<file path="src/rtl/core/mixed_radix_coordinate_flatten_core_assert.svh">
// Assertion macros for the mixed-radix coordinate flatten core.
// Taken by `include inside the modules that check their own logic.
`ifndef MIXED_RADIX_COORDINATE_FLATTEN_CORE_ASSERT_SVH
`define MIXED_RADIX_COORDINATE_FLATTEN_CORE_ASSERT_SVH

// Same-cycle implication, sampled on clk, off during rst.
`define MRCF_ASSERT_NOW(name, ante, cons, msg) \
  name: assert property (@(posedge clk) disable iff (rst) (ante) |-> (cons)) \
    else $error(msg);

// Next-cycle implication, sampled on clk, off during rst.
`define MRCF_ASSERT_NEXT(name, ante, cons, msg) \
  name: assert property (@(posedge clk) disable iff (rst) (ante) |=> (cons)) \
    else $error(msg);

`endif

</file>
<file path="src/rtl/core/mrcf_pkg.sv">
// Shared types, constants and helper functions of the mixed-radix flatten core.
// No dependencies; used by every module in rtl/core.
package mrcf_pkg;

  localparam int COMP_BITS       = 13;
  localparam int FLAT_BITS       = 24;
  localparam int SIZE_BITS       = 14;
  localparam int CNT_BITS        = 2;
  localparam int IDX_BITS        = 3;
  localparam int MAX_WIDTH_DIMS  = 3;
  localparam int MAX_HEIGHT_DIMS = 3;
  localparam int DIV_STEPS       = 4;
  localparam int PASS_STAGES     = FLAT_BITS / DIV_STEPS;
  localparam int NUM_STAGES      = 2 * PASS_STAGES;
  localparam int FA_BITS         = COMP_BITS + SIZE_BITS + 1;
  localparam int FP_BITS         = FA_BITS + SIZE_BITS;
  localparam int FX_BITS         = FP_BITS + 1;

  localparam logic [FLAT_BITS-1:0] FLAT_MAX  = '1;
  localparam logic [COMP_BITS-1:0] COMP_MAX  = '1;
  localparam logic [CNT_BITS-1:0]  CNT_ONE   = CNT_BITS'(1);
  localparam logic [CNT_BITS-1:0]  CNT_TWO   = CNT_BITS'(2);
  localparam logic [CNT_BITS-1:0]  CNT_THREE = CNT_BITS'(3);
  localparam logic [SIZE_BITS-1:0] SIZE_ONE  = SIZE_BITS'(1);

  typedef enum logic [IDX_BITS-1:0] {
    REG_WIDTH_DIM_COUNT  = 3'd0,
    REG_HEIGHT_DIM_COUNT = 3'd1,
    REG_WIDTH_SIZE_A     = 3'd2,
    REG_WIDTH_SIZE_B     = 3'd3,
    REG_WIDTH_SIZE_C     = 3'd4,
    REG_HEIGHT_SIZE_A    = 3'd5,
    REG_HEIGHT_SIZE_B    = 3'd6,
    REG_HEIGHT_SIZE_C    = 3'd7
  } cfg_reg_t;

  typedef logic [COMP_BITS-1:0] comp_t;
  typedef logic [SIZE_BITS-1:0] size_t;

  // Effective configuration seen by the datapath.
  typedef struct packed {
    logic [CNT_BITS-1:0] nw;
    logic [CNT_BITS-1:0] nh;
    size_t wmul1;
    size_t wmul2;
    size_t hmul1;
    size_t hmul2;
    size_t wdiv1;
    size_t wdiv2;
    size_t hdiv1;
    size_t hdiv2;
  } cfg_t;

  // Restoring divider state: partial remainder, dividend/quotient shifter,
  // and the remainder kept from the first pass.
  typedef struct packed {
    size_t                 rem;
    logic [FLAT_BITS-1:0]  quo;
    size_t                 rem1;
  } div_t;

  typedef struct packed {
    logic                  op;
    comp_t [5:0]           cin;
    logic [FA_BITS-1:0]    fa_x;
    logic [FA_BITS-1:0]    fa_y;
    logic [FP_BITS-1:0]    fp_x;
    logic [FP_BITS-1:0]    fp_y;
    logic [FX_BITS-1:0]    fx_x;
    logic [FX_BITS-1:0]    fx_y;
    div_t                  dx;
    div_t                  dy;
  } item_t;

  typedef struct packed {
    comp_t [2:0] c;
    logic        ovf;
  } split_t;

  function automatic logic [CNT_BITS-1:0] eff_count(input logic [CNT_BITS-1:0] r,
                                                    input int limit);
    logic [CNT_BITS-1:0] n;
    n = (r == '0) ? CNT_ONE : r;
    if (int'(n) > limit) n = CNT_BITS'(limit);
    return n;
  endfunction

  function automatic size_t eff_size(input size_t s);
    return (s == '0) ? SIZE_ONE : s;
  endfunction

  // Retire DIV_STEPS quotient bits, most significant first.
  function automatic div_t div_steps(input div_t s, input size_t d);
    logic [SIZE_BITS:0] trial;
    div_t r;
    r = s;
    for (int i = 0; i < DIV_STEPS; i++) begin
      trial = {r.rem, r.quo[FLAT_BITS-1]};
      r.quo = {r.quo[FLAT_BITS-2:0], 1'b0};
      if (trial >= {1'b0, d}) begin
        trial    = trial - {1'b0, d};
        r.quo[0] = 1'b1;
      end
      r.rem = trial[SIZE_BITS-1:0];
    end
    return r;
  endfunction

  function automatic comp_t sat_quo(input logic [FLAT_BITS-1:0] v);
    return (v > FLAT_BITS'(COMP_MAX)) ? COMP_MAX : v[COMP_BITS-1:0];
  endfunction

  function automatic comp_t sat_rem(input size_t v);
    return (v > SIZE_BITS'(COMP_MAX)) ? COMP_MAX : v[COMP_BITS-1:0];
  endfunction

  // Map divider results to components: pass-two quotient is the most
  // significant, pass-two remainder next, pass-one remainder least.
  function automatic split_t split_out(input div_t d, input logic [CNT_BITS-1:0] n);
    split_t r;
    r.c[0] = sat_quo(d.quo);
    r.ovf  = d.quo > FLAT_BITS'(COMP_MAX);
    r.c[1] = '0;
    r.c[2] = '0;
    if (n == CNT_TWO) begin
      r.c[1] = sat_rem(d.rem1);
      r.ovf  = r.ovf | (d.rem1 > SIZE_BITS'(COMP_MAX));
    end else if (n == CNT_THREE) begin
      r.c[1] = sat_rem(d.rem);
      r.c[2] = sat_rem(d.rem1);
      r.ovf  = r.ovf | (d.rem > SIZE_BITS'(COMP_MAX)) | (d.rem1 > SIZE_BITS'(COMP_MAX));
    end
    return r;
  endfunction

endpackage

</file>
<file path="src/rtl/core/mrcf_stage.sv">
// One pipeline stage: four divider steps per axis plus its share of the fold.
// Depends on mrcf_pkg.
module mrcf_stage #(
  parameter int STAGE = 0
) (
  input  logic            clk,
  input  logic            rst,
  input  mrcf_pkg::cfg_t  cfg,
  input  logic            up_valid,
  input  mrcf_pkg::item_t up_item,
  output logic            up_ready,
  output logic            dn_valid,
  output mrcf_pkg::item_t dn_item,
  input  logic            dn_ready
);
  import mrcf_pkg::*;

  logic  valid;
  item_t item;
  item_t item_next;
  div_t  dxs;
  div_t  dys;
  size_t wd;
  size_t hd;
  logic [COMP_BITS+SIZE_BITS-1:0] px;
  logic [COMP_BITS+SIZE_BITS-1:0] py;

  always_comb begin
    item_next = up_item;
    dxs       = up_item.dx;
    dys       = up_item.dy;
    px        = up_item.cin[0] * cfg.wmul1;
    py        = up_item.cin[3] * cfg.hmul1;
    // second pass starts on the first-pass quotient; keep its remainder
    if (STAGE == PASS_STAGES) begin
      dxs.rem1 = dxs.rem;
      dxs.rem  = '0;
      dys.rem1 = dys.rem;
      dys.rem  = '0;
    end
    wd = (STAGE < PASS_STAGES) ? cfg.wdiv1 : cfg.wdiv2;
    hd = (STAGE < PASS_STAGES) ? cfg.hdiv1 : cfg.hdiv2;
    item_next.dx = div_steps(dxs, wd);
    item_next.dy = div_steps(dys, hd);

    if (STAGE == 0) begin
      item_next.fa_x = FA_BITS'(px);
      item_next.fa_y = FA_BITS'(py);
    end else if (STAGE == 1) begin
      item_next.fa_x = (cfg.nw == CNT_ONE) ? FA_BITS'(up_item.cin[0]) :
                       up_item.fa_x + FA_BITS'(up_item.cin[1]);
      item_next.fa_y = (cfg.nh == CNT_ONE) ? FA_BITS'(up_item.cin[3]) :
                       up_item.fa_y + FA_BITS'(up_item.cin[4]);
    end else if (STAGE == 2) begin
      item_next.fp_x = up_item.fa_x * cfg.wmul2;
      item_next.fp_y = up_item.fa_y * cfg.hmul2;
    end else if (STAGE == 3) begin
      item_next.fx_x = (cfg.nw == CNT_THREE) ?
                       FX_BITS'(up_item.fp_x) + FX_BITS'(up_item.cin[2]) :
                       FX_BITS'(up_item.fa_x);
      item_next.fx_y = (cfg.nh == CNT_THREE) ?
                       FX_BITS'(up_item.fp_y) + FX_BITS'(up_item.cin[5]) :
                       FX_BITS'(up_item.fa_y);
    end
  end

  assign up_ready = !valid || dn_ready;
  assign dn_valid = valid;
  assign dn_item  = item;

  always_ff @(posedge clk) begin
    if (rst) begin
      valid <= 1'b0;
    end else if (up_ready) begin
      valid <= up_valid;
    end
  end

  always_ff @(posedge clk) begin
    if (up_ready && up_valid) begin
      item <= item_next;
    end
  end

endmodule

</file>
<file path="config.mk">
export PLATFORM = sky130hd
export DESIGN_NAME = mrcf_stage
export DESIGN_NICKNAME = d
export VERILOG_FILES = /design/src/rtl/core/mixed_radix_coordinate_flatten_core_assert.svh /design/src/rtl/core/mrcf_pkg.sv /design/src/rtl/core/mrcf_stage.sv
export SDC_FILE = /design/constraint.sdc
export NUM_CORES = 1
export LEC_CHECK = 0
export ABC_CLOCK_PERIOD_IN_PS = 20500
export BUFFER_PORTS_ARGS = -buffer_cell sky130_fd_sc_hd__clkbuf_2
export CAP_MARGIN = 25
export CORE_AREA = 2 2 363 365
export CTS_CLUSTER_SIZE = 16
export DETAILED_ROUTE_END_ITERATION = 12
export DIE_AREA = 0 0 365 367
export PLACE_DENSITY_LB_ADDON = 0.12
export SETUP_SLACK_MARGIN = 0.3
export SYNTH_ARGS = -nofsm -noshare
export SYNTH_HDL_FRONTEND = slang
export SYNTH_SLANG_ARGS = --single-unit
export TNS_END_PERCENT = 100
</file>
<file path="constraint.sdc">
create_clock -name clk -period 20.5 [get_ports clk]
set_input_delay 2.05 -clock clk [delete_from_list [all_inputs] [get_ports clk]]
set_output_delay 2.05 -clock clk [all_outputs]
set_load 0.03 [all_outputs]
</file>
==> flow_summary.toml, run 1 <==
[power]
sw_frac_of_total_pct = 45.6
leakage_nw = 17.7
p_per_area_mw_per_mm2 = 149
seq_power_share_pct = 21.9
p_clk_share_pct = 16.8
power.switching_w = 0.00260
internal_power_w = 0.00310
ir_drop_mv = 0.0991
pwr-share-comb_pct = 61.3

[sta]
timing.final.crit_share_pct = 66.4
worstMarginPinSlew_ps = 981
hold_viol = 0
skew_ps = 67.2
fin_crit_ps = 13620
rsz0062_at_grt = "false"
drv_slew = 0
setup_viol = 0
slew-limit-headroom_pct = 34.6
fmax_mhz = 73.4
tns_ps = 0

[clocking]
post_cts_buffers = 0
cts_buffers = 55
cts.sinks = 408
cts_resized = 0
cts_buffer_depth = 3
root_buffer = "clkbuf_16"
cts_tree = "yes"
cts.clk_slew.worst_paths_ps = 60
insertion_delay_ps = 680
cts_hold_buf = 0
h-tree-depth = 2

[die]
pin_count = 940
start_util_pct = 23.3
core_area_mm2 = 0.130
die_area_mm2 = 0.134
die_y_um = 367
std_cell_rows = 133
die-width_um = 365

[synthesis]
yosysWarnings = 0
ys_ff_latch = 408
yosys-top-cells-area = "edfxtp_1, fa_1, ha_1"
synthDistinctLibCells = 78
async_flop_share_pct = 0
synth-edff-count = 407
yosysTopAreaCell = "edfxtp_1"
synth_ff_type = "edfxtp_1"
ys_seq_area_share_pct = 40.3
synth_area_mm2 = 0.0304
syn_inst = 2670
synth_top_cell_area_share_pct = 40.2
syn_avg_cell_area_um2 = 11.4

[global_route]
grtUsageMet3_pct = 4.28
grtUsageTotal_pct = 18.3
grt_pass1_vias = 23500
grt_max_degree = 141
grt_busiest_layer = "met2"
use_met1_pct = 22.9
use_met2_pct = 30.7
antenna_found_initial = 67
grt_overflow = 0
grt_pass1_wl_mm = 175

[outcome]
status = "finished clean"

[placement]
hpwlAfterDp_mm = 105
io_buffers = 821
gp_congestion = 0.918
dp.cells = 5185

[final_layout]
stdcell_count = 5303
fin_nets = 4544
area_growth_pct = 26.2
layout-drive-gt1-share_pct = 27.1

[routing]
drc = 0
antenna_left = 0
vias = 23200
drt_iter0_markers = 1316
post_drt_wl_per_cell_um = 23.6
dr.pass1.iters = 7
routed_wl_mm = 125
viasPerCell = 4.37

[hold_path]
hold_class = "reg -> reg"

[critical_path]
cp_max_fo = 22
cpMaxStageDelayCell = "or4_1"
cpPeakStageDelay_ps = 760
critical-path-top-delay-family = "compound AO/OA/AOI/OAI gates"
setup.worst_path.class = "in -> reg"
crit_arrival_ps = 14050
worst_ep_required_time_ps = 20930
critPathBufInv = 9
startpoint_type = "primary input"
crit_path_end_kind = "flip-flop"

[flow_run]
maxCapViolCount = 0
## through the flow
| stage | util, % | total power, W | area [um2] | hold slack [ps] | worst slack [ps] |
|---|---|---|---|---|---|
| 2_1_floorplan | - | 0.00380 | 30400 | 860 | 8060 |
| 3_3_place_gp | 28.0 | 0.00480 | 36500 | 997 | 6530 |
| 3_5_place_dp | 28.0 | 0.00477 | 36500 | 999 | 6610 |
| 4_1_cts | 29.4 | 0.00579 | 38300 | 1010 | 7270 |
| 5_1_grt | 29.4 | 0.00620 | 38300 | 990 | 6220 |
| 6_report | 29.4 | 0.00570 | 38300 | 928 | 6880 |
## power groups by stage
stage | sequential [W] | combinational (W) | clock [W]
after floorplan | 0.00151 | 0.00229 | 0
after global placement | 0.00126 | 0.00354 | 0
after detailed placement | 0.00126 | 0.00350 | 0
after CTS | 0.00125 | 0.00353 | 0.00101
after global routing | 0.00126 | 0.00391 | 0.00103
final | 0.00125 | 0.00349 | 0.000960
## sequential cells by signal, indices dropped and copies added, names as in the netlist
name and flops:
dn_valid 1, dn_item 407
## worst paths after layout
check        startpoint            to  slack [ps]  cells after the start
max             cfg[47]  dn_item[103]        6880                     43
min            dn_valid      dn_valid         930                      2
min reg2reg    dn_valid      dn_valid         930                      2
max reg2reg    dn_valid  dn_item[349]       17150                      4
## logic make-up after synthesis
family	count (synthesis)	synth area share, %
compound gates	417	9.32
xor+xnor	119	3.43
fa+ha+maj	528	28.5
buf+inv	467	5.83
flops	408	40.3
mux	47	1.64
other cells	1	0.0123
simple gates	683	11.0
## cells in the mapped netlist, drive strengths merged (38+ instances only)
cell    instances
fa            272
a21o           54
and2          148
a21oi         108
o21ai          80
xnor2          81
ha            256
nand2         294
clkbuf         59
nor2           70
inv           394
edfxtp        407
xor2           38
## cell usage in the layout, fill, tap and decap left out, types with 10 or more instances in the layout
| master | n |
|---|---|
| nor2_1 | 70 |
| ha_1 | 256 |
| a21oi_1 | 107 |
| clkbuf_1 | 10 |
| nor2b_1 | 20 |
| o21a_1 | 28 |
| a211oi_1 | 14 |
| mux2i_1 | 27 |
| o21ai_0 | 78 |
| inv_1 | 391 |
| nand3_1 | 33 |
| o221ai_1 | 19 |
| clkinv_2 | 10 |
| o21bai_1 | 21 |
| clkbuf_16 | 55 |
| clkbuf_2 | 821 |
| nand4_1 | 18 |
| and3_1 | 11 |
| o31a_1 | 10 |
| xnor2_1 | 81 |
| nand2_1 | 293 |
| mux2_2 | 19 |
| and2_1 | 147 |
| or3_1 | 11 |
| o31ai_1 | 13 |
| xor2_1 | 38 |
| nor3_1 | 24 |
| edfxtp_1 | 407 |
| nand2b_1 | 31 |
| diode_2 | 15 |
| a21o_1 | 54 |
| fa_1 | 272 |
## layer usage
| layer | wire, um | part of all wire, % |
|---|---|---|
| met1 | 51600 | 41 |
| met2 | 59900 | 48 |
| met3 | 8950 | 7.1 |
| met4 | 4890 | 3.9 |
| met5 | 31 | 0.025 |
## final cells by class
class / count / area [um2]
clock inverter: 38 / 370
antenna: 15 / 37.5
clock buffer: 65 / 1410
tap: 1755 / 2200
fill: 13900 / 92100
inverter: 394 / 1480
sequential: 408 / 12200
multi-input combinational: 1796 / 16400
timing repair buffer: 832 / 4220
## worst min-delay path: cells and delay by family, from the launching register on
family	cells	cell delay, ps
compound gates	1	140
flops	1	310
simple gates	1	440
Note: power is estimated with default switching activity, not from simulation.
==> inputs of run 2 (changes only) <==
- ABC_AREA: not set -> 1
- ABC_CLOCK_PERIOD_IN_PS: 20500 -> 13400
- CORE_AREA: 2 2 363 365 -> 2 2 370 372
- DIE_AREA: 0 0 365 367 -> 0 0 372 374
- clock period: 20.5 -> 13.4 ns (I/O delays scaled with it)
==> flow_summary.toml, run 2 <==
[global_route]
grt_pass1_vias = 25200
grt_overflow = 0
grt_max_degree = 150
antenna_found_initial = 11
grtUsageTotal_pct = 15.7
grt_pass1_wl_mm = 163

[outcome]
status = "finished clean"

[die]
std_cell_rows = 135
die-width_um = 372
start_util_pct = 23.0
die_y_um = 374
pin_count = 940
core_area_mm2 = 0.135
die_area_mm2 = 0.139

[power]
p_per_area_mw_per_mm2 = 224
ir_drop_mv = 0.148
leakage_nw = 19.4
power_w = 0.00869

[synthesis]
synth_area_mm2 = 0.0310
synth-edff-count = 407
async_flop_share_pct = 0
yosysWarnings = 0
yosys-top-cells-area = "edfxtp_1, fa_1, ha_1"
synth_top_cell_area_share_pct = 39.4
synthMuxAreaShare_pct = 0
synth_simple_gate_area_share_pct = 15.4
ys_seq_area_share_pct = 39.4
synth_top_family_by_area = "adder cells"
synth_compound_gate_area_share_pct = 5.20
syn_inst = 3195
synth-xor-area-share_pct = 3.64
yosysTopAreaCell = "edfxtp_1"
synth.top_cells.by_count = "nand2_1, inv_1, edfxtp_1"
syn_avg_cell_area_um2 = 9.72
ys_ff_latch = 408
synth.most_common_cell = "nand2_1"
synth_ff_type = "edfxtp_1"
synthDistinctLibCells = 50
synth_adder_area_share_pct = 27.9

[critical_path]
cpPeakStageDelay_ps = 470
regToRegSetupSlack_ps = 10220
cp_max_fo = 26
setup.worst_path.class = "in -> reg"
crit_path_end_kind = "flip-flop"
crit_path_frequent_cell = "nand2_1"
cpMaxStageDelayCell = "nor2_2"
worst_ep_required_time_ps = 13880
regToRegStartpoint = "dn_valid"
startpoint_type = "primary input"
r2r-end = "dn_item[15]"
rr_worst_depth = 3
crit_arrival_ps = 9920

[final_layout]
fin_nets = 5059
area_growth_pct = 25.3
stdcell_count = 5830
ff_latch_area_mm2 = 0.0122
largest_reg_flops = 407
fill_cells = 14500
layout-drive-gt1-share_pct = 23.7
final_core_util_pct = 28.8
final_cell_mix = "nand2_1, clkbuf_2, inv_1"
multi_input_area_mm2 = 0.0162
final_common_cell = "nand2_1"

[sta]
fmax_mhz = 106
skew_ps = 26.9
tns_ps = 0
setup_viol = 0
timing.final.crit_share_pct = 70.4
drv_slew = 0
hold_slack_ps = 540
slew-limit-headroom_pct = 32.1
rsz0062_at_grt = "false"
fin_crit_ps = 9440
worstMarginPinSlew_ps = 1020
hold_viol = 0

[flow_run]
maxCapViolCount = 0

[hold_path]
hold_path_end = "dn_valid"
holdPathStages = 2
hold_class = "reg -> reg"
worstHoldStart = "dn_valid"

[clocking]
cts_buffer_depth = 3
h-tree-depth = 2
cts_buffers = 54
root_buffer = "clkbuf_16"
cts_resized = 0
cts.clk_slew.worst_paths_ps = 60
cts.sinks = 408
cts_tree = "yes"
insertion_delay_ps = 660
cts_hold_buf = 0
post_cts_buffers = 0

[routing]
drc = 0
viasPerCell = 4.18
vias = 24400
routed_wl_mm = 112
antenna_left = 0
post_drt_wl_per_cell_um = 19.1
drt_iter0_markers = 1283
dr.pass1.iters = 7

[placement]
io_buffers = 821
dp.cells = 5727
hpwlAfterDp_mm = 90.6
gp_congestion = 0.816
-- run 2: metal layers --
| layer | vias to the layer above | track usage, % | routed length [um] |
|---|---|---|---|
| li1 | 11800 | - | - |
| met1 | 11800 | 19.0 | 45700 |
| met2 | 657 | 27.3 | 55200 |
| met3 | 114 | 3.74 | 7480 |
| met4 | 10 | 4.66 | 3020 |
| met5 | - | 0 | 69 |
-- run 2: area by class of cell --
type                       count  area share (%)
antenna                        3          0.0193
clock buffer                  63            3.62
clock inverter                37           0.953
inverter                     607            5.86
multi-input combinational   2105            41.6
sequential                   408            31.5
tap                         1781            5.73
timing repair buffer         826            10.7
-- run 2: critical path: cells and delay by family --
kind                     cells  cell delay, ps
AND/OR/NAND/NOR             25            3860
AO/OA/AOI/OAI               12            2630
adder cells (fa/ha/maj)      4            1370
buffers and inverters        3             670
-- run 2: how the worst max path moves through the flow --
| stage | start | end | slack (ps) | cells past startpoint |
|---|---|---|---|---|
| 6_report | cfg[44] | dn_item[103] | 3960 | 44 |
| 5_1_grt | cfg[48] | dn_item[94] | 3000 | 45 |
| 4_1_cts | cfg[47] | dn_item[103] | 3890 | 45 |
| 3_5_place_dp | cfg[47] | dn_item[93] | 3230 | 46 |
| 3_3_place_gp | cfg[48] | dn_item[103] | 3190 | 45 |
| 2_1_floorplan | dn_ready | dn_item[0] | 4720 | 2 |
-- run 2: through the flow --
step	area [um2]	worst slack (ps)
finish	38900	3960
CTS	38900	3890
global route	38900	3000
detailed placement	37100	3230
global placement	37100	3190
floorplan	31100	4720
-- run 2: kinds of logic after synthesis --
logic type / count (synthesis)
and+or+nand+nor: 1152
buffers and inverters: 683
adders and majority gates: 528
DFF: 408
AOI/OAI and AO/OA: 294
xor gates and xnor gates: 129
other: 1
-- run 2: where the power goes --
group | total, W | internal [W] | switching (W)
clock network | 0.00148 | 0.000852 | 0.000623
logic | 0.00530 | 0.00184 | 0.00346
registers | 0.00192 | 0.00184 | 0.0000815
