==> config.mk <==
export PLATFORM = sky130hd
export DESIGN_NAME = mrcf_cfg
export DESIGN_NICKNAME = d
export VERILOG_FILES = /design/src/rtl/core/mixed_radix_coordinate_flatten_core_assert.svh /design/src/rtl/core/mrcf_pkg.sv /design/src/rtl/core/mrcf_cfg.sv
export SDC_FILE = /design/constraint.sdc
export NUM_CORES = 1
export LEC_CHECK = 0
export CAP_MARGIN = 30
export CORE_MARGIN = 8
export CORE_UTILIZATION = 40
export DETAILED_ROUTE_END_ITERATION = 8
export DONT_BUFFER_PORTS = 1
export GPL_TIMING_DRIVEN = 1
export SETUP_SLACK_MARGIN = 0.1
export SKIP_LAST_GASP = 1
export SYNTH_ARGS = -nofsm -noshare
export SYNTH_HDL_FRONTEND = slang
export SYNTH_SLANG_ARGS = --single-unit
==> constraint.sdc <==
create_clock -name clk -period 3.35 [get_ports clk]
set_input_delay 0.67 -clock clk [delete_from_list [all_inputs] [get_ports clk]]
set_output_delay 0.67 -clock clk [all_outputs]
set_load 0.02 [all_outputs]
==> src/rtl/core/mixed_radix_coordinate_flatten_core_assert.svh <==
// Assertion macros for the mixed-radix coordinate flatten core.
// Taken by `include inside the modules that check their own logic.
`ifndef MIXED_RADIX_COORDINATE_FLATTEN_CORE_ASSERT_SVH
`define MIXED_RADIX_COORDINATE_FLATTEN_CORE_ASSERT_SVH

// Same-cycle implication, sampled on clk, off during rst.
`define MRCF_ASSERT_NOW(name, ante, cons, msg) \
  name: assert property (@(posedge clk) disable iff (rst) (ante) |-> (cons)) \
    else $error(msg);

// Next-cycle implication, sampled on clk, off during rst.
`define MRCF_ASSERT_NEXT(name, ante, cons, msg) \
  name: assert property (@(posedge clk) disable iff (rst) (ante) |=> (cons)) \
    else $error(msg);

`endif

==> src/rtl/core/mrcf_pkg.sv <==
// Shared types, constants and helper functions of the mixed-radix flatten core.
// No dependencies; used by every module in rtl/core.
package mrcf_pkg;

  localparam int COMP_BITS       = 13;
  localparam int FLAT_BITS       = 24;
  localparam int SIZE_BITS       = 14;
  localparam int CNT_BITS        = 2;
  localparam int IDX_BITS        = 3;
  localparam int MAX_WIDTH_DIMS  = 3;
  localparam int MAX_HEIGHT_DIMS = 3;
  localparam int DIV_STEPS       = 4;
  localparam int PASS_STAGES     = FLAT_BITS / DIV_STEPS;
  localparam int NUM_STAGES      = 2 * PASS_STAGES;
  localparam int FA_BITS         = COMP_BITS + SIZE_BITS + 1;
  localparam int FP_BITS         = FA_BITS + SIZE_BITS;
  localparam int FX_BITS         = FP_BITS + 1;

  localparam logic [FLAT_BITS-1:0] FLAT_MAX  = '1;
  localparam logic [COMP_BITS-1:0] COMP_MAX  = '1;
  localparam logic [CNT_BITS-1:0]  CNT_ONE   = CNT_BITS'(1);
  localparam logic [CNT_BITS-1:0]  CNT_TWO   = CNT_BITS'(2);
  localparam logic [CNT_BITS-1:0]  CNT_THREE = CNT_BITS'(3);
  localparam logic [SIZE_BITS-1:0] SIZE_ONE  = SIZE_BITS'(1);

  typedef enum logic [IDX_BITS-1:0] {
    REG_WIDTH_DIM_COUNT  = 3'd0,
    REG_HEIGHT_DIM_COUNT = 3'd1,
    REG_WIDTH_SIZE_A     = 3'd2,
    REG_WIDTH_SIZE_B     = 3'd3,
    REG_WIDTH_SIZE_C     = 3'd4,
    REG_HEIGHT_SIZE_A    = 3'd5,
    REG_HEIGHT_SIZE_B    = 3'd6,
    REG_HEIGHT_SIZE_C    = 3'd7
  } cfg_reg_t;

  typedef logic [COMP_BITS-1:0] comp_t;
  typedef logic [SIZE_BITS-1:0] size_t;

  // Effective configuration seen by the datapath.
  typedef struct packed {
    logic [CNT_BITS-1:0] nw;
    logic [CNT_BITS-1:0] nh;
    size_t wmul1;
    size_t wmul2;
    size_t hmul1;
    size_t hmul2;
    size_t wdiv1;
    size_t wdiv2;
    size_t hdiv1;
    size_t hdiv2;
  } cfg_t;

  // Restoring divider state: partial remainder, dividend/quotient shifter,
  // and the remainder kept from the first pass.
  typedef struct packed {
    size_t                 rem;
    logic [FLAT_BITS-1:0]  quo;
    size_t                 rem1;
  } div_t;

  typedef struct packed {
    logic                  op;
    comp_t [5:0]           cin;
    logic [FA_BITS-1:0]    fa_x;
    logic [FA_BITS-1:0]    fa_y;
    logic [FP_BITS-1:0]    fp_x;
    logic [FP_BITS-1:0]    fp_y;
    logic [FX_BITS-1:0]    fx_x;
    logic [FX_BITS-1:0]    fx_y;
    div_t                  dx;
    div_t                  dy;
  } item_t;

  typedef struct packed {
    comp_t [2:0] c;
    logic        ovf;
  } split_t;

  function automatic logic [CNT_BITS-1:0] eff_count(input logic [CNT_BITS-1:0] r,
                                                    input int limit);
    logic [CNT_BITS-1:0] n;
    n = (r == '0) ? CNT_ONE : r;
    if (int'(n) > limit) n = CNT_BITS'(limit);
    return n;
  endfunction

  function automatic size_t eff_size(input size_t s);
    return (s == '0) ? SIZE_ONE : s;
  endfunction

  // Retire DIV_STEPS quotient bits, most significant first.
  function automatic div_t div_steps(input div_t s, input size_t d);
    logic [SIZE_BITS:0] trial;
    div_t r;
    r = s;
    for (int i = 0; i < DIV_STEPS; i++) begin
      trial = {r.rem, r.quo[FLAT_BITS-1]};
      r.quo = {r.quo[FLAT_BITS-2:0], 1'b0};
      if (trial >= {1'b0, d}) begin
        trial    = trial - {1'b0, d};
        r.quo[0] = 1'b1;
      end
      r.rem = trial[SIZE_BITS-1:0];
    end
    return r;
  endfunction

  function automatic comp_t sat_quo(input logic [FLAT_BITS-1:0] v);
    return (v > FLAT_BITS'(COMP_MAX)) ? COMP_MAX : v[COMP_BITS-1:0];
  endfunction

  function automatic comp_t sat_rem(input size_t v);
    return (v > SIZE_BITS'(COMP_MAX)) ? COMP_MAX : v[COMP_BITS-1:0];
  endfunction

  // Map divider results to components: pass-two quotient is the most
  // significant, pass-two remainder next, pass-one remainder least.
  function automatic split_t split_out(input div_t d, input logic [CNT_BITS-1:0] n);
    split_t r;
    r.c[0] = sat_quo(d.quo);
    r.ovf  = d.quo > FLAT_BITS'(COMP_MAX);
    r.c[1] = '0;
    r.c[2] = '0;
    if (n == CNT_TWO) begin
      r.c[1] = sat_rem(d.rem1);
      r.ovf  = r.ovf | (d.rem1 > SIZE_BITS'(COMP_MAX));
    end else if (n == CNT_THREE) begin
      r.c[1] = sat_rem(d.rem);
      r.c[2] = sat_rem(d.rem1);
      r.ovf  = r.ovf | (d.rem > SIZE_BITS'(COMP_MAX)) | (d.rem1 > SIZE_BITS'(COMP_MAX));
    end
    return r;
  endfunction

endpackage

==> src/rtl/core/mrcf_cfg.sv <==
// Configuration register file; presents effective counts, multipliers, divisors.
// Depends on mrcf_pkg.
module mrcf_cfg (
  input  logic                          clk,
  input  logic                          rst,
  input  logic                          cfg_we,
  input  logic [mrcf_pkg::IDX_BITS-1:0] cfg_index,
  input  logic [mrcf_pkg::SIZE_BITS-1:0] cfg_data,
  output mrcf_pkg::cfg_t                cfg
);
  import mrcf_pkg::*;

  logic [CNT_BITS-1:0] wcnt;
  logic [CNT_BITS-1:0] hcnt;
  size_t               wsz_b;
  size_t               wsz_c;
  size_t               hsz_b;
  size_t               hsz_c;
  logic [CNT_BITS-1:0] nw;
  logic [CNT_BITS-1:0] nh;

  always_ff @(posedge clk) begin
    if (rst) begin
      wcnt  <= CNT_ONE;
      hcnt  <= CNT_ONE;
      wsz_b <= SIZE_ONE;
      wsz_c <= SIZE_ONE;
      hsz_b <= SIZE_ONE;
      hsz_c <= SIZE_ONE;
    end else if (cfg_we) begin
      unique case (cfg_reg_t'(cfg_index))
        REG_WIDTH_DIM_COUNT:  wcnt  <= cfg_data[CNT_BITS-1:0];
        REG_HEIGHT_DIM_COUNT: hcnt  <= cfg_data[CNT_BITS-1:0];
        REG_WIDTH_SIZE_B:     wsz_b <= cfg_data;
        REG_WIDTH_SIZE_C:     wsz_c <= cfg_data;
        REG_HEIGHT_SIZE_B:    hsz_b <= cfg_data;
        REG_HEIGHT_SIZE_C:    hsz_c <= cfg_data;
        // the most significant size never enters the arithmetic
        REG_WIDTH_SIZE_A, REG_HEIGHT_SIZE_A: ;
      endcase
    end
  end

  always_comb begin
    nw        = eff_count(wcnt, MAX_WIDTH_DIMS);
    nh        = eff_count(hcnt, MAX_HEIGHT_DIMS);
    cfg.nw    = nw;
    cfg.nh    = nh;
    cfg.wmul1 = eff_size(wsz_b);
    cfg.wmul2 = eff_size(wsz_c);
    cfg.hmul1 = eff_size(hsz_b);
    cfg.hmul2 = eff_size(hsz_c);
    cfg.wdiv1 = (nw == CNT_THREE) ? eff_size(wsz_c) :
                (nw == CNT_TWO)   ? eff_size(wsz_b) : SIZE_ONE;
    cfg.wdiv2 = (nw == CNT_THREE) ? eff_size(wsz_b) : SIZE_ONE;
    cfg.hdiv1 = (nh == CNT_THREE) ? eff_size(hsz_c) :
                (nh == CNT_TWO)   ? eff_size(hsz_b) : SIZE_ONE;
    cfg.hdiv2 = (nh == CNT_THREE) ? eff_size(hsz_b) : SIZE_ONE;
  end

endmodule

==> results_dict.tcl, run 1 <==
set metrics [dict create \
    critical_path_required_ns 2.68 \
    globalRoute.totalOverflow 0 \
    hold_class "primary input to flop" \
    worstSkewPairLatency_ns 0.32 \
    clock_skew_ns 0 \
    total_routed_length_mm 9.980 \
    routed_wire_length_per_instance_um 20.66 \
    maxSlewViolCount 0 \
    drt-pass1-iter-count 4 \
    post_cts.repair.setup_buffers 0 \
    hold_buffers 0 \
    sequence_of_cells_on_the_critical_path "nor4_1, nand4_1, a22oi_1" \
    slew_headroom_pct 35.12 \
    routability_cong 0.7681 \
    crit-reg2reg-capture "wcnt[1]$_SDFFE_PP0P_" \
    pin_count_of_the_biggest_net_entering_global_routing 61 \
    r2r.worst_path.cells 2 \
    critical_path.slowest_cell "nor4_1" \
    maxClockFrequency_ghz 0.3785 \
    utilization_pct 40.57 \
    rows 33 \
    finalSetupViolations 0 \
    synthSimpleGateAreaFrac_pct 32.78 \
    die_width_um 107.9 \
    clock_tree_root_driver_cell "clkbuf_8" \
    io-pin-count 136 \
    core_area_um2 8217 \
    detail-route-antenna-nets 0 \
    drt-vias-per-instance 5.526 \
    ff2ff_setup_slack_ns 2.05 \
    result_of_the_run "completed" \
    hold_path.startpoint "rst" \
    die_y_um 107.9 \
    period_share_pct 78.87 \
    cts_tree "built" \
    area.growth.synth_to_final_pct -1.333 \
    synthMuxAreaShare_pct 8.296 \
    route.met2.wl_mm 5.085 \
    pin_slew_with_the_least_headroom_to_its_limit_ns 0.9718 \
    cts_inserted_buffers 9 \
    post_synth_inst_count 447 \
    worstHoldPathCells 1 \
    synthesis.yosys.warnings 0 \
    peakVddDrop_mv 0.1575 \
    synth_compound_gate_area_share_pct 10.59 \
    finalHoldViolations 0 \
    timing.setup.critical_path_class "flop to primary output" \
    number_of_global_route_vias_before_repair 2577 \
    met1_layer_wirelength_in_the_final_routing_mm 3.988 \
    placedInstanceArea_um2 3100 \
    total_nets_final 393 \
    cp_top_family "simple AND/OR/NAND/NOR gates" \
    cts-htree-levels 3 \
    initial_utilization_pct 41.11 \
    clk_transition_reported_paths_ns 0.08 \
    synth_sequential_area_ratio_pct 35.56 \
    critical_path.n_buffers_inverters 0 \
    endpoint_kind "primary output" \
    cp_max_fo 5 \
    power_uw 1639 \
    launch_instance_of_the_worst_register_to_register_path "wcnt[1]$_SDFFE_PP0P_" \
    final_layout_fill_cell_count 864 \
    critical_path_depth 3 \
    yosysUniqueCellTypes 32 \
    die_area_um2 11640 \
    cts_sinks 60 \
    antenna_cells 0 \
    routed-wl-met3_um 818 \
    dp_hpwl_mm 7.159 \
    detailroute.via_count 2669 \
    top_layer "met4" \
    count_of_placed_standard_cells_including_taps 467 \
    mean_cell_area_of_the_mapped_netlist_um2 7.558 \
    dominant_combinational_cell_family_by_area_after_synthesis "simple AND/OR/NAND/NOR gates" \
    synthesis.area_um2 3378 \
    fin_tns_setup_ns 0 \
    crit_path_max_incr_delay_ns 0.51 \
    grt_antenna_before_repair 0 \
    timing.final.crit_period_ns 2.642 \
    whs_endpoint "wsz_c[9]$_SDFFE_PP0P_" \
    cp-start-kind "flop" \
    drc 0 \
    final_area_um2 3333 \
    syn-num-nets 467 \
    synth-seq-cells 60 \
    port_buffers 0 \
    final_layout_size_suffix_gt1_share_pct 10.05 \
    clock_path_buffers 2 \
    synthesized_area_fraction_occupied_by_adder_cells_pct 0 \
    gr_util_all_layers_pct 16.55 \
    grt_setup_unrepaired "no" \
    yosys.area_share.xor_xnor_pct 0 \
    powerDensity_nw_per_um2 491.7 \
    drv_cap 0 \
    grt_pass1_wl_mm 15.19 \
    reported_leakage_power_uw 0.001265 \
    drt_iter0_drc 169 \
    critPathArrivalTime_ns 1.97 \
    postCtsResizedCells 0 \
    final-instance-count-excl-fill 483 \
]
-- final cells by class --
cell class                 instances  area [um^2]  area share, %
multi-input combinational        299         1745          52.36
sequential                        60         1201          36.04
clock buffer                      12        135.1          4.054
tap                              105        131.4          3.941
clock inverter                     4        97.59          2.928
timing repair buffer               3        22.52         0.6757
-- registers in the layout (all words and copies together), names as in the netlist --
register,flops
wsz_c,14
hsz_b,14
wcnt,2
hcnt,2
wsz_b,14
hsz_c,14
-- where the power goes --
group,switching (uW),internal [uW]
Clock,292,496
Combinational,45.2,35.0
Sequential,41.3,729
-- how the worst max path moves through the flow --
stage | end | start | slack (ns)
6_report | cfg[14] | hsz_b[7]$_SDFFE_PP0P_ | 0.71
5_1_grt | cfg[14] | hsz_b[7]$_SDFFE_PP0P_ | 0.65
4_1_cts | cfg[14] | hsz_b[7]$_SDFFE_PP0P_ | 0.70
3_5_place_dp | cfg[14] | hsz_b[7]$_SDFFE_PP0P_ | 1.07
3_3_place_gp | cfg[14] | hsz_c[8]$_SDFFE_PP0P_ | 1.12
2_1_floorplan | cfg[14] | hcnt[0]$_SDFFE_PP1P_ | 1.50
-- placed cells by master (no fill, tap or decap), types with 2 or more instances in the layout --
cell and n:
nand2b_1 5, clkbuf_1 3, bufinv_16 3, nand4_1 5, and3_1 26, nand3b_1 4
mux2i_1 28, a21oi_1 35, and4b_1 2, nor2_1 8, a21oi_2 17, nor3_1 2
nand2_1 113, nor4_1 10, nor2b_1 29, nand4b_1 3, a211o_1 2, buf_4 3
dfxtp_1 60, clkbuf_8 9
-- cell usage after synthesis (all sizes together) --
library cell / n / area, um^2
nand2: 113 / 424.2
clkbuf: 69 / 259.0
dfxtp: 60 / 1201
a21oi: 52 / 324.1
nor2b: 29 / 181.4
mux2i: 28 / 280.3
and3: 26 / 162.7
buf: 19 / 172.7
nor4: 10 / 62.56
nor2: 8 / 30.03
nand2b: 5 / 31.28
nand4: 5 / 31.28
nand3b: 4 / 30.03
nand4b: 3 / 26.28
a211o: 2 / 17.52
and4b: 2 / 20.02
and4bb: 2 / 28.78
nor3: 2 / 10.01
a22oi: 1 / 7.510
a32oi: 1 / 8.760
and4: 1 / 10.01
nand4bb: 1 / 11.26
nor3b: 1 / 7.510
nor4b: 1 / 23.77
or2b: 1 / 7.510
or3b: 1 / 8.760
-- metrics by stage --
stage / worst slack (ns) / hold WS (ns)
floorplan: 1.498 / 0.4518
global placement: 1.124 / 0.4776
detailed placement: 1.067 / 0.4830
CTS: 0.7021 / 0.3843
global route: 0.6533 / 0.3845
finish: 0.7079 / 0.3915
-- cell families (layout without fill, tap and decap cells) --
| kind of cell | count (synthesis) | in the layout |
|---|---|---|
| AOI/OAI and AO/OA | 56 | 56 |
| and+or+nand+nor | 215 | 215 |
| muxes | 28 | 28 |
| buffers and inverters | 88 | 19 |
| DFF | 60 | 60 |
-- routing by layer --
layer | vias to the layer above | GRT usage [%]
li1 | 1292 | -
met1 | 1293 | 18.22
met2 | 77 | 28.86
met3 | 7 | 5.749
met4 | 0 | 5.847
met5 | - | 0
-- worst register-to-register path: cells and delay by family (launching register included) --
family / cells / cell delay [ns]
multiplexers: 1 / 0.16
flip-flops: 1 / 0.96
AND/OR/NAND/NOR: 1 / 0.12
Power figures use the tool's default switching activity.
==> run 2, diff against run 1 <==
- clock period: 3.35 -> 2.28 ns (I/O delays scaled with it)
==> run 2 against run 1 <==
Utilization up 4.3 points. Hold slack worse by 0.21 ns. Design area increased by 11%. Critical path depth increased by 1. Largest power group is now registers. Highest routed layer unchanged. Sequential share of layout area down 3.1 points. Routed wire length is 2.1% higher. Clock skew is the same. Clock power rose by 7.2%. Sequential power grew 47%.
==> results_dict.tcl, run 2 (synthesized netlist as in run 1, its figures left out) <==
set metrics [dict create \
    result_of_the_run "completed" \
    grt_pass1_wl_mm 15.60 \
    period_share_pct 92.60 \
    gr_util_all_layers_pct 17.14 \
    worstHoldPathCells 1 \
    die_area_um2 11640 \
    dp_hpwl_mm 7.420 \
    pin_slew_with_the_least_headroom_to_its_limit_ns 0.6584 \
    finalSetupViolations 0 \
    rows 33 \
    cts-htree-levels 3 \
    crit-reg2reg-capture "wcnt[0]$_SDFFE_PP1P_" \
    drv_cap 0 \
    cts_tree "built" \
    final_cell_mix "113 x nand2_1, 48 x dfxtp_1, 40 x buf_4" \
    detail-route-antenna-nets 0 \
    clock_tree_root_driver_cell "clkbuf_8" \
    die_y_um 107.9 \
    core_area_um2 8217 \
    sequence_of_cells_on_the_critical_path "nor4_2, nand4_1, a32oi_1, buf_4" \
    critical_path_depth 4 \
    cts_sinks 60 \
    cp_max_fo 4 \
    start_point_of_the_critical_path "wsz_c[2]$_SDFFE_PP0P_" \
    grt_setup_unrepaired "yes" \
    slew_headroom_pct 55.87 \
    power.clock.fraction_pct 39.8 \
    cp_top_family "simple AND/OR/NAND/NOR gates" \
    timing.hold.ws_ns 0.1847 \
    reported_leakage_power_uw 0.001493 \
    utilization_pct 44.91 \
    r2r.worst_path.cells 2 \
    routability_cong 0.8028 \
    cts_inserted_buffers 9 \
    ff2ff_setup_slack_ns 1.34 \
    detailroute.via_count 2813 \
    total_nets_final 432 \
    critical_path.n_buffers_inverters 1 \
    switching_power_uw 534.5 \
    final_area_um2 3690 \
    power.share.switching_pct 25.18 \
    layout_setup_ws_ns 0.1688 \
    drt_iter0_drc 173 \
    timing.critical_path.to "cfg[42]" \
    maxSlewViolCount 0 \
    number_of_global_route_vias_before_repair 2687 \
    place_ws_ns 0.3781 \
    placedInstanceArea_um2 3411 \
    cp-start-kind "flop" \
    mostFrequentLayoutCell "nand2_1" \
    globalRoute.totalOverflow 0 \
    comb_power_share_pct 7.1 \
    finalHoldViolations 0 \
    timing.setup.critical_path_class "flop to primary output" \
    critPathArrivalTime_ns 1.66 \
    maxClockFrequency_ghz 0.4737 \
    port_buffers 0 \
    critical_path_required_ns 1.82 \
    clock_skew_ns 0 \
    worstSkewPairLatency_ns 0.33 \
    drc 0 \
    cellInternalPower_uw 1588 \
    pin_count_of_the_biggest_net_entering_global_routing 61 \
    timing.final.crit_period_ns 2.111 \
    launch_instance_of_the_worst_register_to_register_path "wcnt[0]$_SDFFE_PP1P_" \
    endpoint_kind "primary output" \
    die_width_um 107.9 \
    io-pin-count 136 \
    routed_wire_length_per_instance_um 19.55 \
    initial_utilization_pct 41.11 \
    grt_antenna_before_repair 0 \
    peakVddDrop_mv 0.3203 \
    power_frac_seq_pct 53.1 \
    total_routed_length_mm 10.19 \
    powerDensity_nw_per_um2 575.2 \
    area.growth.synth_to_final_pct 9.222 \
    drt-vias-per-instance 5.399 \
    hold_class "primary input to flop" \
    crit_path_max_incr_delay_ns 0.41 \
    clock_path_buffers 2 \
    clk_transition_reported_paths_ns 0.07 \
    antenna_cells 0 \
    fin_tns_setup_ns 0 \
    drt-pass1-iter-count 4 \
    critical_path.slowest_cell "dfxtp_1" \
    final_layout_size_suffix_gt1_share_pct 23.80 \
]
run 2: repair_timing:
item	CTS	global route
buffers inserted	0	1
setup endpoints to repair	3	5
pin swaps	1	4
hold buffers	0	0
resized for setup	8	17
run 2: area by class of cell:
class                      count  area, um^2
timing repair buffer          42       340.3
clock buffer                  13       158.9
clock inverter                 2       10.01
tap                          105       131.4
fill                         853        4527
multi-input combinational    299        1833
sequential                    60        1216
run 2: worst min path at each step:
stage / from / endpoint
6_report: rst / hsz_c[8]$_SDFFE_PP0P_
5_1_grt: rst / hsz_c[8]$_SDFFE_PP0P_
2_1_floorplan: wsz_c[0]$_SDFFE_PP1P_ / wsz_c[0]$_SDFFE_PP1P_
4_1_cts: rst / wsz_b[11]$_SDFFE_PP0P_
3_3_place_gp: wsz_c[0]$_SDFFE_PP1P_ / wsz_c[0]$_SDFFE_PP1P_
3_5_place_dp: wsz_c[0]$_SDFFE_PP1P_ / wsz_c[0]$_SDFFE_PP1P_
run 2: power groups by stage:
stage	registers, uW	clock network, uW	logic (uW)
after global routing	1130	917	165
after global placement	1150	0	138
after floorplan	1110	0	178
after detailed placement	1150	0	142
after CTS	1120	862	145
final	1130	845	150
run 2: worst reg2reg max path, delay by kind of cell (launching register included):
family,cells,cell delay (ns)
DFF,1,0.40
and+or+nand+nor,1,0.17
AOI/OAI and AO/OA,1,0.27
run 2: metrics by stage:
stage | total power (uW) | std cells
after global routing | 2213 | 521
final | 2122 | 521
after global placement | 1284 | 505
after detailed placement | 1289 | 505
after CTS | 2132 | 520
after floorplan | 1291 | 447
run 2: layer usage:
metal  part of all wire [%]  global-route usage (%)  up-vias  wire [um]
li1                       -                       -     1365          -
met1                     39                   18.72     1353       4017
met2                     51                   29.56       84       5156
met3                    8.2                   6.347       11        838
met4                    1.7                   6.541        0        172
met5                      0                       0        -          0
==> run 3, diff against run 2 <==
- RECOVER_POWER: unset -> 25
==> run 3 against run 2 <==
Clock power is essentially flat. Worst setup slack gained 0.0015 ns. Critical path type unchanged. Design area shrank 0.71%. Utilization shrank 0.32 points. Highest routed layer unchanged. First-iteration DRC count grew 20%. Critical endpoint unchanged. Register-to-register slack lost 0.17 ns.
==> results_dict.tcl, run 3 (synthesized netlist as in run 1, its figures left out) <==
set metrics [dict create \
    result_of_the_run "completed" \
    timing.setup.critical_path_class "flop to primary output" \
    clock_skew_ns 0 \
    cts_tree "built" \
    peakVddDrop_mv 0.3208 \
    pin_count_of_the_biggest_net_entering_global_routing 61 \
    grt_pass1_wl_mm 15.60 \
    highest_utilization_routing_layer_at_the_global_route_stage "met2" \
    final_layout_size_suffix_gt1_share_pct 21.63 \
    port_buffers 0 \
    slew_headroom_pct 55.43 \
    cts_sinks 60 \
    routability_cong 0.8028 \
    worstSkewPairLatency_ns 0.33 \
    total_routed_length_mm 10.20 \
    gr_util_all_layers_pct 17.14 \
    critical_path_required_ns 1.82 \
    final_cell_mix "113 x nand2_1, 50 x dfxtp_1, 40 x a21oi_1, 40 x buf_4, 29 x nor2b_1" \
    hold_class "primary input to flop" \
    sequence_of_cells_on_the_critical_path "nor4_2, nand4_1, a32oi_1, buf_4" \
    finalHoldViolations 0 \
    clock_tree_root_driver_cell "clkbuf_8" \
    rows 33 \
    clock_path_buffers 2 \
    fin_tns_setup_ns 0 \
    io-pin-count 136 \
    powerDensity_nw_per_um2 579.1 \
    die_width_um 107.9 \
    grt_util_met1_pct 18.72 \
    final_layout_fill_cell_count 864 \
    cp_top_family "simple AND/OR/NAND/NOR gates" \
    grt_use_met3_pct 6.347 \
    drt-vias-per-instance 5.403 \
    endpoint_kind "primary output" \
    finalSetupViolations 0 \
    detailroute.via_count 2815 \
    drv_cap 0 \
    detail-route-antenna-nets 0 \
    critical_path.slowest_cell "dfxtp_1" \
    cp-start-kind "flop" \
    maxSlewViolCount 0 \
    initial_utilization_pct 41.11 \
    routed_wire_length_per_instance_um 19.58 \
    cp_max_fo 4 \
    drt_iter0_drc 207 \
    grt_antenna_before_repair 0 \
    dp_hpwl_mm 7.420 \
    pin_slew_with_the_least_headroom_to_its_limit_ns 0.6651 \
    critPathArrivalTime_ns 1.65 \
    mostFrequentLayoutCell "nand2_1" \
    total_nets_final 432 \
    area.growth.synth_to_final_pct 8.444 \
    grt_setup_unrepaired "yes" \
    antenna_cells 0 \
    gr-usage-met2_pct 29.56 \
    hold_buffers 0 \
    die_area_um2 11640 \
    cts-htree-levels 3 \
    number_of_global_route_vias_before_repair 2687 \
    timing.final.crit_period_ns 2.110 \
    maxClockFrequency_ghz 0.4740 \
    critical_path.n_buffers_inverters 1 \
    ff2ff_setup_slack_ns 1.17 \
    drt-pass1-iter-count 4 \
    clk_transition_reported_paths_ns 0.07 \
    drc 0 \
    globalRoute.totalOverflow 0 \
    period_share_pct 92.53 \
    cts_inserted_buffers 9 \
    crit_path_max_incr_delay_ns 0.40 \
    core_area_um2 8217 \
    die_y_um 107.9 \
    timing.hold.ws_ns 0.1743 \
    reported_leakage_power_uw 0.001495 \
]
[run 3: path summary, 6_finish.rpt]
check	cells after the start	end	from
hold reg to reg	2	wsz_c[0]$_SDFFE_PP1P_	wsz_c[0]$_SDFFE_PP1P_
setup / recovery	4	cfg[42]	wsz_c[6]$_SDFFE_PP0P_
hold / removal	1	wsz_b[11]$_SDFFE_PP0P_	rst
setup reg to reg	3	wcnt[1]$_SDFFE_PP0P_	wcnt[1]$_SDFFE_PP0P_
[run 3: area by class of cell]
class,instances,area (um^2),share of cell area [%]
clock inverter,2,10.01,0.2732
multi-input combinational,299,1809,49.39
timing repair buffer,42,340.3,9.290
clock buffer,13,158.9,4.337
sequential,60,1214,33.13
tap,105,131.4,3.586
[run 3: where the power goes]
part / switching, uW / leakage [uW] / internal [uW]
registers: 54.4 / 0.000491 / 1070
logic: 79.6 / 0.000915 / 68.7
clock network: 401 / 0.0000893 / 445
[run 3: metrics by stage]
stage	utilization, %	worst slack, ns	total power, uW	area (um^2)	instances
CTS	44.02	0.09461	2132	3617	520
global route	44.59	0.07912	2211	3664	521
detailed placement	41.51	0.3781	1289	3411	505
global placement	41.51	0.3974	1284	3411	505
finish	44.59	0.1702	2122	3664	521
floorplan	-	0.6419	1291	3378	447
[run 3: layer usage]
metal / vias up / wire length, um
met3: 11 / 810
met1: 1355 / 4049
met2: 80 / 5167
li1: 1369 / -
met5: - / 0
met4: 0 / 172
[run 3: worst register-to-register path, cell delays in order, from the launching register on]
cell and delay, ns:
dfxtp_1 0.65, buf_4 0.25, mux2i_1 0.07, nor2_1 0.08
[run 3: repair_timing]
action / in CTS / in global routing
setup buffers: 0 / 1
setup endpoints to repair: 3 / 5
gates resized for setup: 8 / 17
pin swaps: 1 / 4
